--- config.mk ---
export PLATFORM = sky130hd
export DESIGN_NAME = ir_dibit_frame_encoder
export DESIGN_NICKNAME = d
export VERILOG_FILES = /design/src/hdl/idfe_pkg.sv /design/src/hdl/idfe_front.sv /design/src/hdl/idfe_queue.sv /design/src/hdl/idfe_back.sv /design/src/hdl/ir_dibit_frame_encoder.sv
export SDC_FILE = /design/constraint.sdc
export NUM_CORES = 1
export LEC_CHECK = 0
export BUFFER_PORTS_ARGS = -buffer_cell sky130_fd_sc_hd__clkbuf_2
export CAP_MARGIN = 20
export CORE_MARGIN = 2
export CORE_UTILIZATION = 45
export DETAILED_ROUTE_END_ITERATION = 6
export GPL_TIMING_DRIVEN = 0
export MAX_ROUTING_LAYER = met4
export PLACE_DENSITY_LB_ADDON = 0.08
export SYNTH_ARGS = -nofsm -noshare
export SYNTH_HDL_FRONTEND = slang
export SYNTH_HIERARCHICAL = 1
export SYNTH_SLANG_ARGS = --single-unit
--- constraint.sdc ---
create_clock -name clk -period 5.4 [get_ports clk]
set_clock_uncertainty 0.15 [all_clocks]
set_input_delay 0.27 -clock clk [delete_from_list [all_inputs] [get_ports clk]]
set_output_delay 0.27 -clock clk [all_outputs]
set_load 0.05 [all_outputs]
--- src/hdl/idfe_pkg.sv ---
`default_nettype none

package idfe_pkg;

  // Field widths
  localparam int TIME_W      = 12;
  localparam int ADDR_W      = 16;
  localparam int EXTRA_W     = 7;
  localparam int CMD_W       = 8;
  localparam int ELAPSED_W   = 18;
  localparam int WORD_W      = 32;
  localparam int CFG_INDEX_W = 4;
  localparam int CFG_DATA_W  = 16;

  localparam logic [ELAPSED_W-1:0] ELAPSED_MAX = '1;

  // Frame layout: header, sixteen symbols, trailer
  localparam int PAIR_COUNT = 18;
  localparam int LAST_PAIR  = PAIR_COUNT - 1;
  localparam int PAIR_CNT_W = $clog2(PAIR_COUNT);

  // Defaults for the top-level parameters
  localparam logic [TIME_W-1:0] MARK_US_DEFAULT     = 12'd164;
  localparam int                QUEUE_DEPTH_DEFAULT = 2;

  // Register reset values
  localparam logic [TIME_W-1:0] HEADER_MARK_RST  = 12'd412;
  localparam logic [TIME_W-1:0] HEADER_SPACE_RST = 12'd276;
  localparam logic [TIME_W-1:0] SPACE_ZERO_RST   = 12'd276;
  localparam logic [TIME_W-1:0] SPACE_ONE_RST    = 12'd445;
  localparam logic [TIME_W-1:0] SPACE_TWO_RST    = 12'd614;
  localparam logic [TIME_W-1:0] SPACE_THREE_RST  = 12'd783;

  // Register indexes
  localparam logic [CFG_INDEX_W-1:0] REG_ADDRESS      = 4'd0;
  localparam logic [CFG_INDEX_W-1:0] REG_EXTRA        = 4'd1;
  localparam logic [CFG_INDEX_W-1:0] REG_HEADER_MARK  = 4'd2;
  localparam logic [CFG_INDEX_W-1:0] REG_HEADER_SPACE = 4'd3;
  localparam logic [CFG_INDEX_W-1:0] REG_SPACE_ZERO   = 4'd4;
  localparam logic [CFG_INDEX_W-1:0] REG_SPACE_ONE    = 4'd5;
  localparam logic [CFG_INDEX_W-1:0] REG_SPACE_TWO    = 4'd6;
  localparam logic [CFG_INDEX_W-1:0] REG_SPACE_THREE  = 4'd7;

  // Timing registers seen by the sequencer
  typedef struct packed {
    logic [TIME_W-1:0] header_mark;
    logic [TIME_W-1:0] header_space;
    logic [TIME_W-1:0] space_zero;
    logic [TIME_W-1:0] space_one;
    logic [TIME_W-1:0] space_two;
    logic [TIME_W-1:0] space_three;
  } timing_t;

endpackage

`default_nettype wire

--- src/hdl/idfe_front.sv ---
`default_nettype none

module idfe_front
  import idfe_pkg::*;
(
  input  wire logic                   clk,
  input  wire logic                   rst,
  input  wire logic                   cfg_valid,
  output logic                        cfg_ready,
  input  wire logic [CFG_INDEX_W-1:0] cfg_index,
  input  wire logic [CFG_DATA_W-1:0]  cfg_data,
  input  wire logic                   in_valid,
  output logic                        in_ready,
  input  wire logic [CMD_W-1:0]       command_code,
  input  wire logic                   ends_keypress,
  output logic                        push_valid,
  input  wire logic                   push_ready,
  output logic [WORD_W-1:0]           push_data,
  output timing_t                     timing
);

  logic [ADDR_W-1:0]  address_word;
  logic [EXTRA_W-1:0] extra_bits;
  logic               toggle_bit;
  logic               accept;

  assign cfg_ready = 1'b1;

  // Decode register writes
  always_ff @(posedge clk) begin
    if (rst) begin
      address_word        <= '0;
      extra_bits          <= '0;
      timing.header_mark  <= HEADER_MARK_RST;
      timing.header_space <= HEADER_SPACE_RST;
      timing.space_zero   <= SPACE_ZERO_RST;
      timing.space_one    <= SPACE_ONE_RST;
      timing.space_two    <= SPACE_TWO_RST;
      timing.space_three  <= SPACE_THREE_RST;
    end else if (cfg_valid) begin
      unique case (cfg_index)
        REG_ADDRESS:      address_word        <= cfg_data[ADDR_W-1:0];
        REG_EXTRA:        extra_bits          <= cfg_data[EXTRA_W-1:0];
        REG_HEADER_MARK:  timing.header_mark  <= cfg_data[TIME_W-1:0];
        REG_HEADER_SPACE: timing.header_space <= cfg_data[TIME_W-1:0];
        REG_SPACE_ZERO:   timing.space_zero   <= cfg_data[TIME_W-1:0];
        REG_SPACE_ONE:    timing.space_one    <= cfg_data[TIME_W-1:0];
        REG_SPACE_TWO:    timing.space_two    <= cfg_data[TIME_W-1:0];
        REG_SPACE_THREE:  timing.space_three  <= cfg_data[TIME_W-1:0];
        default: ;
      endcase
    end
  end

  // Pass requests straight into the queue
  assign in_ready   = push_ready;
  assign push_valid = in_valid;
  assign accept     = in_valid && push_ready;

  // Assemble the symbol word; the frame carries the toggle as it stands now
  assign push_data = {address_word, toggle_bit, extra_bits, command_code};

  // Flip the toggle once a key-press frame has been taken
  always_ff @(posedge clk) begin
    if (rst) begin
      toggle_bit <= 1'b0;
    end else if (accept && ends_keypress) begin
      toggle_bit <= ~toggle_bit;
    end
  end

endmodule

`default_nettype wire

--- src/hdl/idfe_queue.sv ---
`default_nettype none

module idfe_queue
  import idfe_pkg::*;
#(
  parameter int DEPTH = QUEUE_DEPTH_DEFAULT
) (
  input  wire logic              clk,
  input  wire logic              rst,
  input  wire logic              push_valid,
  output logic                   push_ready,
  input  wire logic [WORD_W-1:0] push_data,
  output logic                   pop_valid,
  input  wire logic              pop_ready,
  output logic [WORD_W-1:0]      pop_data
);

  localparam int PTR_W = $clog2(DEPTH);
  localparam int CNT_W = $clog2(DEPTH + 1);

  logic [WORD_W-1:0] slots [DEPTH];
  logic [PTR_W-1:0]  wr_ptr;
  logic [PTR_W-1:0]  rd_ptr;
  logic [CNT_W-1:0]  count;
  logic              do_push;
  logic              do_pop;

  assign push_ready = (count != CNT_W'(DEPTH));
  assign pop_valid  = (count != '0);
  assign pop_data   = slots[rd_ptr];
  assign do_push    = push_valid && push_ready;
  assign do_pop     = pop_valid && pop_ready;

  // Store the incoming word
  always_ff @(posedge clk) begin
    if (do_push) begin
      slots[wr_ptr] <= push_data;
    end
  end

  // Advance pointers and occupancy
  always_ff @(posedge clk) begin
    if (rst) begin
      wr_ptr <= '0;
      rd_ptr <= '0;
      count  <= '0;
    end else begin
      if (do_push) begin
        wr_ptr <= (wr_ptr == PTR_W'(DEPTH - 1)) ? '0 : wr_ptr + 1'b1;
      end
      if (do_pop) begin
        rd_ptr <= (rd_ptr == PTR_W'(DEPTH - 1)) ? '0 : rd_ptr + 1'b1;
      end
      if (do_push && !do_pop) begin
        count <= count + 1'b1;
      end else if (do_pop && !do_push) begin
        count <= count - 1'b1;
      end
    end
  end

endmodule

`default_nettype wire

--- src/hdl/idfe_back.sv ---
`default_nettype none

module idfe_back
  import idfe_pkg::*;
#(
  parameter logic [TIME_W-1:0] MARK_US = MARK_US_DEFAULT
) (
  input  wire logic              clk,
  input  wire logic              rst,
  input  wire timing_t           timing,
  input  wire logic              pop_valid,
  output logic                   pop_ready,
  input  wire logic [WORD_W-1:0] pop_data,
  output logic                   out_valid,
  input  wire logic              out_ready,
  output logic [TIME_W-1:0]      mark_us,
  output logic [TIME_W-1:0]      space_us,
  output logic                   is_last,
  output logic [ELAPSED_W-1:0]   elapsed_us
);

  localparam logic [1:0] SYM_ZERO  = 2'd0;
  localparam logic [1:0] SYM_ONE   = 2'd1;
  localparam logic [1:0] SYM_TWO   = 2'd2;
  localparam logic [1:0] SYM_THREE = 2'd3;

  logic                  busy;
  logic [PAIR_CNT_W-1:0] pair_cnt;
  logic [WORD_W-1:0]     sym_word;
  logic                  advance;
  logic                  trailer;
  logic [TIME_W-1:0]     sym_space;
  logic [TIME_W-1:0]     mark_sel;
  logic [TIME_W-1:0]     space_sel;
  logic [ELAPSED_W-1:0]  base;
  logic [ELAPSED_W:0]    sum;
  logic [ELAPSED_W-1:0]  elapsed_next;

  // Move on whenever the output register is free or being emptied
  assign advance   = !out_valid || out_ready;
  assign pop_ready = advance && !busy;
  assign trailer   = (pair_cnt == PAIR_CNT_W'(LAST_PAIR));

  // Map the top symbol to its space length
  always_comb begin
    case (sym_word[WORD_W-1 -: 2])
      SYM_ZERO:  sym_space = timing.space_zero;
      SYM_ONE:   sym_space = timing.space_one;
      SYM_TWO:   sym_space = timing.space_two;
      SYM_THREE: sym_space = timing.space_three;
      default:   sym_space = timing.space_zero;
    endcase
  end

  // Choose the pair: header when starting a frame, symbol or trailer otherwise
  always_comb begin
    if (busy) begin
      mark_sel  = MARK_US;
      space_sel = trailer ? '0 : sym_space;
      base      = elapsed_us;
    end else begin
      mark_sel  = timing.header_mark;
      space_sel = timing.header_space;
      base      = '0;
    end
    sum          = {1'b0, base} + (ELAPSED_W+1)'(mark_sel) + (ELAPSED_W+1)'(space_sel);
    elapsed_next = sum[ELAPSED_W] ? ELAPSED_MAX : sum[ELAPSED_W-1:0];
  end

  // Sequence the frame
  always_ff @(posedge clk) begin
    if (rst) begin
      busy      <= 1'b0;
      out_valid <= 1'b0;
      pair_cnt  <= '0;
    end else if (advance) begin
      if (busy) begin
        out_valid <= 1'b1;
        pair_cnt  <= pair_cnt + 1'b1;
        if (trailer) begin
          busy <= 1'b0;
        end
      end else if (pop_valid) begin
        out_valid <= 1'b1;
        busy      <= 1'b1;
        pair_cnt  <= PAIR_CNT_W'(1);
      end else begin
        out_valid <= 1'b0;
      end
    end
  end

  // Load the output pair and shift the symbol word
  always_ff @(posedge clk) begin
    if (advance && (busy || pop_valid)) begin
      mark_us    <= mark_sel;
      space_us   <= space_sel;
      is_last    <= busy && trailer;
      elapsed_us <= elapsed_next;
      sym_word   <= busy ? (sym_word << 2) : pop_data;
    end
  end

endmodule

`default_nettype wire

--- src/hdl/ir_dibit_frame_encoder.sv ---
// Infrared dibit frame encoder.
// Input channel (in_valid/in_ready) takes one frame request: command_code and
// ends_keypress. Output channel (out_valid/out_ready) gives 18 words per
// frame: the header pair, sixteen two-bit symbol pairs MSB first (address,
// toggle with extra bits, command), then the trailer with is_last set and a
// zero space. elapsed_us carries the running frame length, saturating.
// Configuration channel (cfg_valid/cfg_ready, always ready) writes the
// address, extra bits and timing registers by index; other indexes are
// ignored. Write it only while no frame is in flight.
// A request that is taken passes through the request queue before its header word is loaded into the output register.
// The pair sequencer walks one pair per cycle, giving one word per cycle and
// frames back to back, while out_ready stays high and requests are queued.
// A small request queue sits between the front and the sequencer, so
// requests are taken while a frame is still being sent.
// Reset: registers return to their defaults, the toggle clears, queue and
// sequencer empty. When out_ready is low the current word holds and the
// sequencer waits; in_ready falls once the queue fills.
`default_nettype none

module ir_dibit_frame_encoder
  import idfe_pkg::*;
#(
  parameter logic [TIME_W-1:0] MARK_US     = MARK_US_DEFAULT,
  parameter int                QUEUE_DEPTH = QUEUE_DEPTH_DEFAULT
) (
  input  wire logic                   clk,
  input  wire logic                   rst,
  input  wire logic                   cfg_valid,
  output logic                        cfg_ready,
  input  wire logic [CFG_INDEX_W-1:0] cfg_index,
  input  wire logic [CFG_DATA_W-1:0]  cfg_data,
  input  wire logic                   in_valid,
  output logic                        in_ready,
  input  wire logic [CMD_W-1:0]       command_code,
  input  wire logic                   ends_keypress,
  output logic                        out_valid,
  input  wire logic                   out_ready,
  output logic [TIME_W-1:0]           mark_us,
  output logic [TIME_W-1:0]           space_us,
  output logic                        is_last,
  output logic [ELAPSED_W-1:0]        elapsed_us
);

  logic              push_valid;
  logic              push_ready;
  logic [WORD_W-1:0] push_data;
  logic              pop_valid;
  logic              pop_ready;
  logic [WORD_W-1:0] pop_data;
  timing_t           timing;

  idfe_front u_front (
    .clk          (clk),
    .rst          (rst),
    .cfg_valid    (cfg_valid),
    .cfg_ready    (cfg_ready),
    .cfg_index    (cfg_index),
    .cfg_data     (cfg_data),
    .in_valid     (in_valid),
    .in_ready     (in_ready),
    .command_code (command_code),
    .ends_keypress(ends_keypress),
    .push_valid   (push_valid),
    .push_ready   (push_ready),
    .push_data    (push_data),
    .timing       (timing)
  );

  idfe_queue #(
    .DEPTH(QUEUE_DEPTH)
  ) u_queue (
    .clk       (clk),
    .rst       (rst),
    .push_valid(push_valid),
    .push_ready(push_ready),
    .push_data (push_data),
    .pop_valid (pop_valid),
    .pop_ready (pop_ready),
    .pop_data  (pop_data)
  );

  idfe_back #(
    .MARK_US(MARK_US)
  ) u_back (
    .clk       (clk),
    .rst       (rst),
    .timing    (timing),
    .pop_valid (pop_valid),
    .pop_ready (pop_ready),
    .pop_data  (pop_data),
    .out_valid (out_valid),
    .out_ready (out_ready),
    .mark_us   (mark_us),
    .space_us  (space_us),
    .is_last   (is_last),
    .elapsed_us(elapsed_us)
  );

endmodule

`default_nettype wire

======== Word level (Yosys, flattened, before mapping) ========
Memories as Yosys holds them, arrays and structs flattened. A register that Yosys moved wholly into a read port is not among the register bits.
Index checks and enable logic that the tools add are counted.
operators by class
  muxes and demuxes ....................... 20
  reduce and logical (&&, ||, !) cells .... 28
  bitwise logic cells ..................... 1
  equality and inequality tests ........... 12
  $add $sub $neg .......................... 7
operator list
  cell                                            count
  case mux 12 bit (4 select lines)                1
  two-way mux 12 bit                              3
  two-way mux 32 bit                              1
  adder 18 x 12 -> 19 bit                         1
  adder 19 x 12 -> 19 bit                         1
  two-way mux 18 bit                              1
  AND reduction 2 bit                             9
  == test 4 x 3 -> 1 bit (second input constant)  4
  two-way mux 1 bit                               10
  two-way mux 5 bit                               2
  == test 4 x 2 -> 1 bit (second input constant)  2
  logical AND 1 bit                               8
  nonzero test 2 bit                              3
  adder 5 x 1 -> 5 bit (second input constant)    1
  == test 5 bit (second input constant)           1
  == test 2 bit (second input constant)           2
  == test 4 x 1 -> 1 bit (second input constant)  1
  logical NOT 1 bit                               4
  logical NOT 4 bit                               1
  two-way mux 2 bit                               2
  adder 1 bit (second input constant)             2
  adder 2 x 1 -> 2 bit (second input constant)    1
  == test 2 x 1 -> 1 bit (second input constant)  1
  logical NOT 2 bit                               1
  4 further kinds                                 5
word-level totals
  memory bits (writable) .................. 64
  word-level logic and storage cells ...... 90
  flip-flop bits (word level) ............. 182
  memories kept ........................... 1
memory list
  name           words  width  rd ports  clocked after memory_dff  wr ports  line              source
  u_queue.slots  2      32     1         1                         1         idfe_queue.sv:21  logic [WORD_W-1:0] slots [DEPTH];

======== Depth between registers and ports, before layout ========
  word-level depth ........................ 7
  depth in mapped cells ................... 19

======== Modules after synthesis ========
The synthesis kept the hierarchy.
modules (own cells, without submodules)
  module      cells an instance  times used  area an instance (um^2)  seq. area each (um^2)
  idfe_back   389                1           4770.8                   2392.3
  idfe_front  369                1           3877.5                   1921.8
  idfe_queue  124                1           2524.9                   2021.9

======== Worst setup path before layout ========
OpenSTA, ideal clock, no wires.
  kind .................................... reg2reg
  from .................................... register u_back.out_valid
  to ...................................... register u_back.pair_cnt[3]
  data arrival time ....................... 4.719 ns
  period minus slack after synthesis ...... 4.933 ns
  cell stages (with the launch flop) ...... 6
  slack ................................... 0.467 ns
  data required time ...................... 5.186 ns
  cell sequence ........................... dfxtp_1 nor2b_1 nor2_1 nand4_1 xor2_1 nor2_1
between the ends
  longest elaborated chain between the ends .. 3
RTL lines
  item                           line             source
  start: declaration             idfe_back.sv:14  output logic out_valid,
  start signal: assignment       idfe_back.sv:74  out_valid <= 1'b0;
  start signal: assignment       idfe_back.sv:78  out_valid <= 1'b1;
  start signal: assignment       idfe_back.sv:84  out_valid <= 1'b1;
  logical NOT 1 bit              idfe_back.sv:40  assign advance = !out_valid || out_ready;
  logical OR 1 bit               idfe_back.sv:40
  AND reduction 2 bit (no line)  --
  end signal: assignment         idfe_back.sv:79  pair_cnt <= pair_cnt + 1'b1;
  end: declaration               idfe_back.sv:28  logic [PAIR_CNT_W-1:0] pair_cnt;
No other way between the ends.
A chain may end at the register's enable or synchronous reset.

======== Worst setup path in the final report ========
  from .................................... register u_back.busy
  to ...................................... register u_back.elapsed_us[11] (data pin)
between the ends
  longest elaborated chain between the ends .. 3
RTL lines
  item                                                             line             source
  start: declaration                                               idfe_back.sv:27  logic busy;
  start signal: assignment                                         idfe_back.sv:73  busy <= 1'b0;
  start signal: assignment                                         idfe_back.sv:81  busy <= 1'b0;
  start signal: assignment                                         idfe_back.sv:85  busy <= 1'b1;
  two-way mux 18 bit / two-way mux 12 bit (equally long branches)  idfe_back.sv:57  if (busy) begin
  adder 18 x 12 -> 19 bit                                          idfe_back.sv:66  sum = {1'b0, base} + (ELAPSED_W+1)'(mark_sel) + (ELAPSED_W+1)'(space_sel);
  adder 19 x 12 -> 19 bit (*)                                      idfe_back.sv:66
  end signal: assignment                                           idfe_back.sv:99  elapsed_us <= elapsed_next;
  end: declaration                                                 idfe_back.sv:19  output logic [ELAPSED_W-1:0] elapsed_us
Every way passes the cells marked *; elsewhere a longest branch is shown, timed or not.

==> out/results.tsv <==
stage	metric	value	unit
layout	fin_util	54.5	%
worst_setup_path	critical_path_class	flip-flop to flip-flop	
min_path	worst_hold_path_type	primary input to flip-flop	
floorplanning	die_y	162	um
global_routing	grt_pass1_vias	7086	
timing	layout_min_cycle_time	4450	ps
detailed_routing	ant_nets	0	
clocking	cts_resized	0	
outcome	status	finished, final reports clean	
worst_setup_path	r2r_slack	950	ps
timing	hold_violations	0	
logic_synthesis	syn-cell-area	11200	um2
floorplanning	die_area	26100	um2
logic_synthesis	ys.flop_type	edfxtp_1	
global_routing	antenna_found_initial	0	
pwr	power.share.sequential	37.8	%
timing	maxSlewHeadroom	39.5	%
clocking	cts_tree	yes	
logic_synthesis	synth_edf_count	139	
placement	gp_congestion	0.784	
layout	fill_cells	2094	
layout	multi_input_area	4330	um2
clocking	clockBufferDepth	3	
clocking	cts_setup_buffers	0	
pwr	power.density	548	nW/um2
floorplanning	fp.coreArea	24300	um2
pwr	combPwrFrac	35.5	%
detailed_routing	firstDrtPassIters	5	
pwr	p_clk_share	26.7	%
floorplanning	num_io_pins	80	
worst_setup_path	worstRegToRegCells	15	
pwr	ir_drop	0.403	mV
layout	area_delta_synth_final	18.6	%
detailed_routing	drc	0	
floorplanning	initial_core_util	45.9	%
placement	hpwl	17000	um
timing	period_share	82.4	%
global_routing	overflow	0	
layout	num_antenna_cells	0	
logic_synthesis	yosysTopAreaCell	edfxtp_1	
run	maxCapViolations	0	
detailed_routing	vias_per_cell	5.05	
min_path	min_path_cells	5	
worst_setup_path	arrival	4580	ps
logic_synthesis	async_reset_ff_share	0	%
detailed_routing	drt_iter0_drc	424	
clocking	cts-buffers-inserted	28	
placement	postPlaceCellArea	12000	um2
global_routing	grt_max_degree	33	
layout	final_nets	1077	
timing	worst_pin_slew	906	ps
global_routing	grt_pass1_wl	40000	um
logic_synthesis	synth.distinct_cells	58	
detailed_routing	wirelength	25100	um
pwr	leakagePower	5.66	nW
timing	max_freq	225	MHz
floorplanning	die_x	162	um
worst_setup_path	cp_max_fo	10	
logic_synthesis	synth_nets	944	
layout	final_layout_size_suffix_gt1_share	23.8	%
timing	rsz0062_at_grt	false	
logic_synthesis	ys_ff_latch	247	
logic_synthesis	syn-instance-count	882	
pwr	p_sw_share	35.9	%
global_routing	grt_usage	20.5	%
clocking	clock_latency	540	ps
clocking	htreeDepth	1	
clocking	root_buffer	clkbuf_16	
layout	postLayoutCellArea	13300	um2
logic_synthesis	yosysTopAreaCellShare	37.4	%
timing	drv_slew	0	
clocking	cts.sinks	247	
placement	portBuffers	70	
logic_synthesis	syn_avg_cell_area	12.7	um2
logic_synthesis	synthTopCellsByArea	edfxtp_1 37%, dfxtp_1 19%, mux2i_1 8.3%, mux2_2 6.1%, nand2b_1 4.7%	
logic_synthesis	synth_warnings	6	
worst_setup_path	endpoint_kind	flip-flop	
layout	area.sequential	6340	um2
logic_synthesis	ys_seq_area_share	56.7	%
detailed_routing	post_drt_wl_per_cell	18.5	um
pwr	p_int	4.66	mW
timing	setup_violations	0	
floorplanning	std_cell_rows	57	
pwr	power_switching	2.61	mW
clocking	clk_pin_slew	60	ps
worst_setup_path	critPathLaunchType	flip-flop	
worst_setup_path	cp.required	5530	ps
detailed_routing	vias	6877	
[cell type report]
type                            instances  area share (%)
Buffer                                 56            2.54
Clock buffer                           33            5.74
Clock inverter                         19            1.43
Inverter                               49            1.39
Multi-Input combinational cell        530            32.6
Sequential cell                       247            47.8
Tap cell                              324            3.06
Timing Repair Buffer                  103            5.42
[worst max-delay path, stage by stage (launching register included)]
cell      delay (ps)
dfxtp_1          300
buf_2            240
buf_1            610
buf_1            500
nand2_1          140
fa_1             470
inv_1             70
ha_1             180
inv_1             60
fa_1             400
nand2b_1         180
a21o_1           200
a211oi_1         330
o21a_1           180
o21a_1           110
o21ai_0           90
[per-layer routing]
layer | wire length (um) | part of all wire [%] | GRT usage (%) | vias to the layer above
li1 | - | - | - | 3339
met1 | 11400 | 45 | 26.8 | 3375
met2 | 12400 | 49 | 34.5 | 138
met3 | 959 | 3.8 | 2.49 | 25
met4 | 412 | 1.6 | 4.50 | 0
met5 | 0 | 0 | - | -
[worst paths after layout]
| kind | from | to |
|---|---|---|
| setup / recovery | u_back/busy | u_back/elapsed_us[11] |
| hold / removal | cfg_index[3] | u_front/address_word[12] |
| setup reg to reg | u_back/busy | u_back/elapsed_us[11] |
| hold reg to reg | u_front/extra_bits[2] | u_queue/slots[0][10] |
[flip-flops by register name, summed over array words and instances, names as in the netlist, named ones only]
register and cells:
u_back/out_valid 1, u_queue/rd_ptr 1, u_front/toggle_bit 1, u_queue/count 2, u_front/timing 72, u_back/space_us 12
u_back/busy 1, u_back/sym_word 32, u_back/mark_us 12, u_front/address_word 16, u_back/elapsed_us 18, u_queue/wr_ptr 1
u_queue/slots 64, u_front/extra_bits 7, u_back/pair_cnt 5, u_back/is_last 1
[through the flow]
stage	hold slack (ps)	total power, mW	std cells	TNS [ps]	setup slack (ps)
CTS	82.1	7.35	1361	0	892
global placement	286	5.32	1276	-78790	-1290
finish	94.3	7.27	1361	0	951
global route	113	7.69	1361	0	635
floorplan	189	4.70	882	0	467
detailed placement	300	5.35	1279	0	874
[repair_timing]
action                                  in CTS  in global routing
endpoints found under the setup margin       0                  0
hold endpoints to repair                    55                  0
hold buffers                                30                  0
[synth_stat cells (all sizes together) (4+ instances only)]
cell type and instances:
nor2 61, mux2 63, fa 13, a21o 15
a21oi 17, dfxtp 108, mux2i 93, ha 15
nor2b 5, clkbuf 15, mux4 12, xor2 13
nand2 45, and3 4, and2 21, buf 41
nand3 10, nand2b 84, nand4 6, edfxtp 139
o21ai 13, nand4b 4, inv 48
[power groups by stage]
stage                     combinational (mW)  clock [mW]  sequential, mW
final                                   2.58        1.94            2.74
after global routing                    2.85        2.06            2.78
after CTS                               2.62        1.99            2.75
after detailed placement                2.58           0            2.78
after global placement                  2.49           0            2.83
after floorplan                         1.40           0            3.30
[cell usage in the layout, fill, tap and decap left out, drive strengths merged, types with 30 or more instances in the layout]
master,instances
dlygate4sd3,30
dfxtp,108
nor2,61
nand2b,84
nand2,45
mux2,63
mux2i,93
edfxtp,139
clkbuf,118
inv,49
buf,44
[logic make-up (layout without fill, tap and decap cells)]
logic type,after synthesis,count (layout),share of synthesized area (%)
AO/OA/AOI/OAI,62,62,3.73
adder cells (fa/ha/maj),28,28,4.01
multiplexers,168,168,17.1
AND/OR/NAND/NOR,255,255,12.5
other,1,1,0.0336
flip-flops,247,247,56.7
XOR/XNOR,16,16,1.25
buffers and inverters,105,260,4.66
Power figures use the tool's default switching activity.
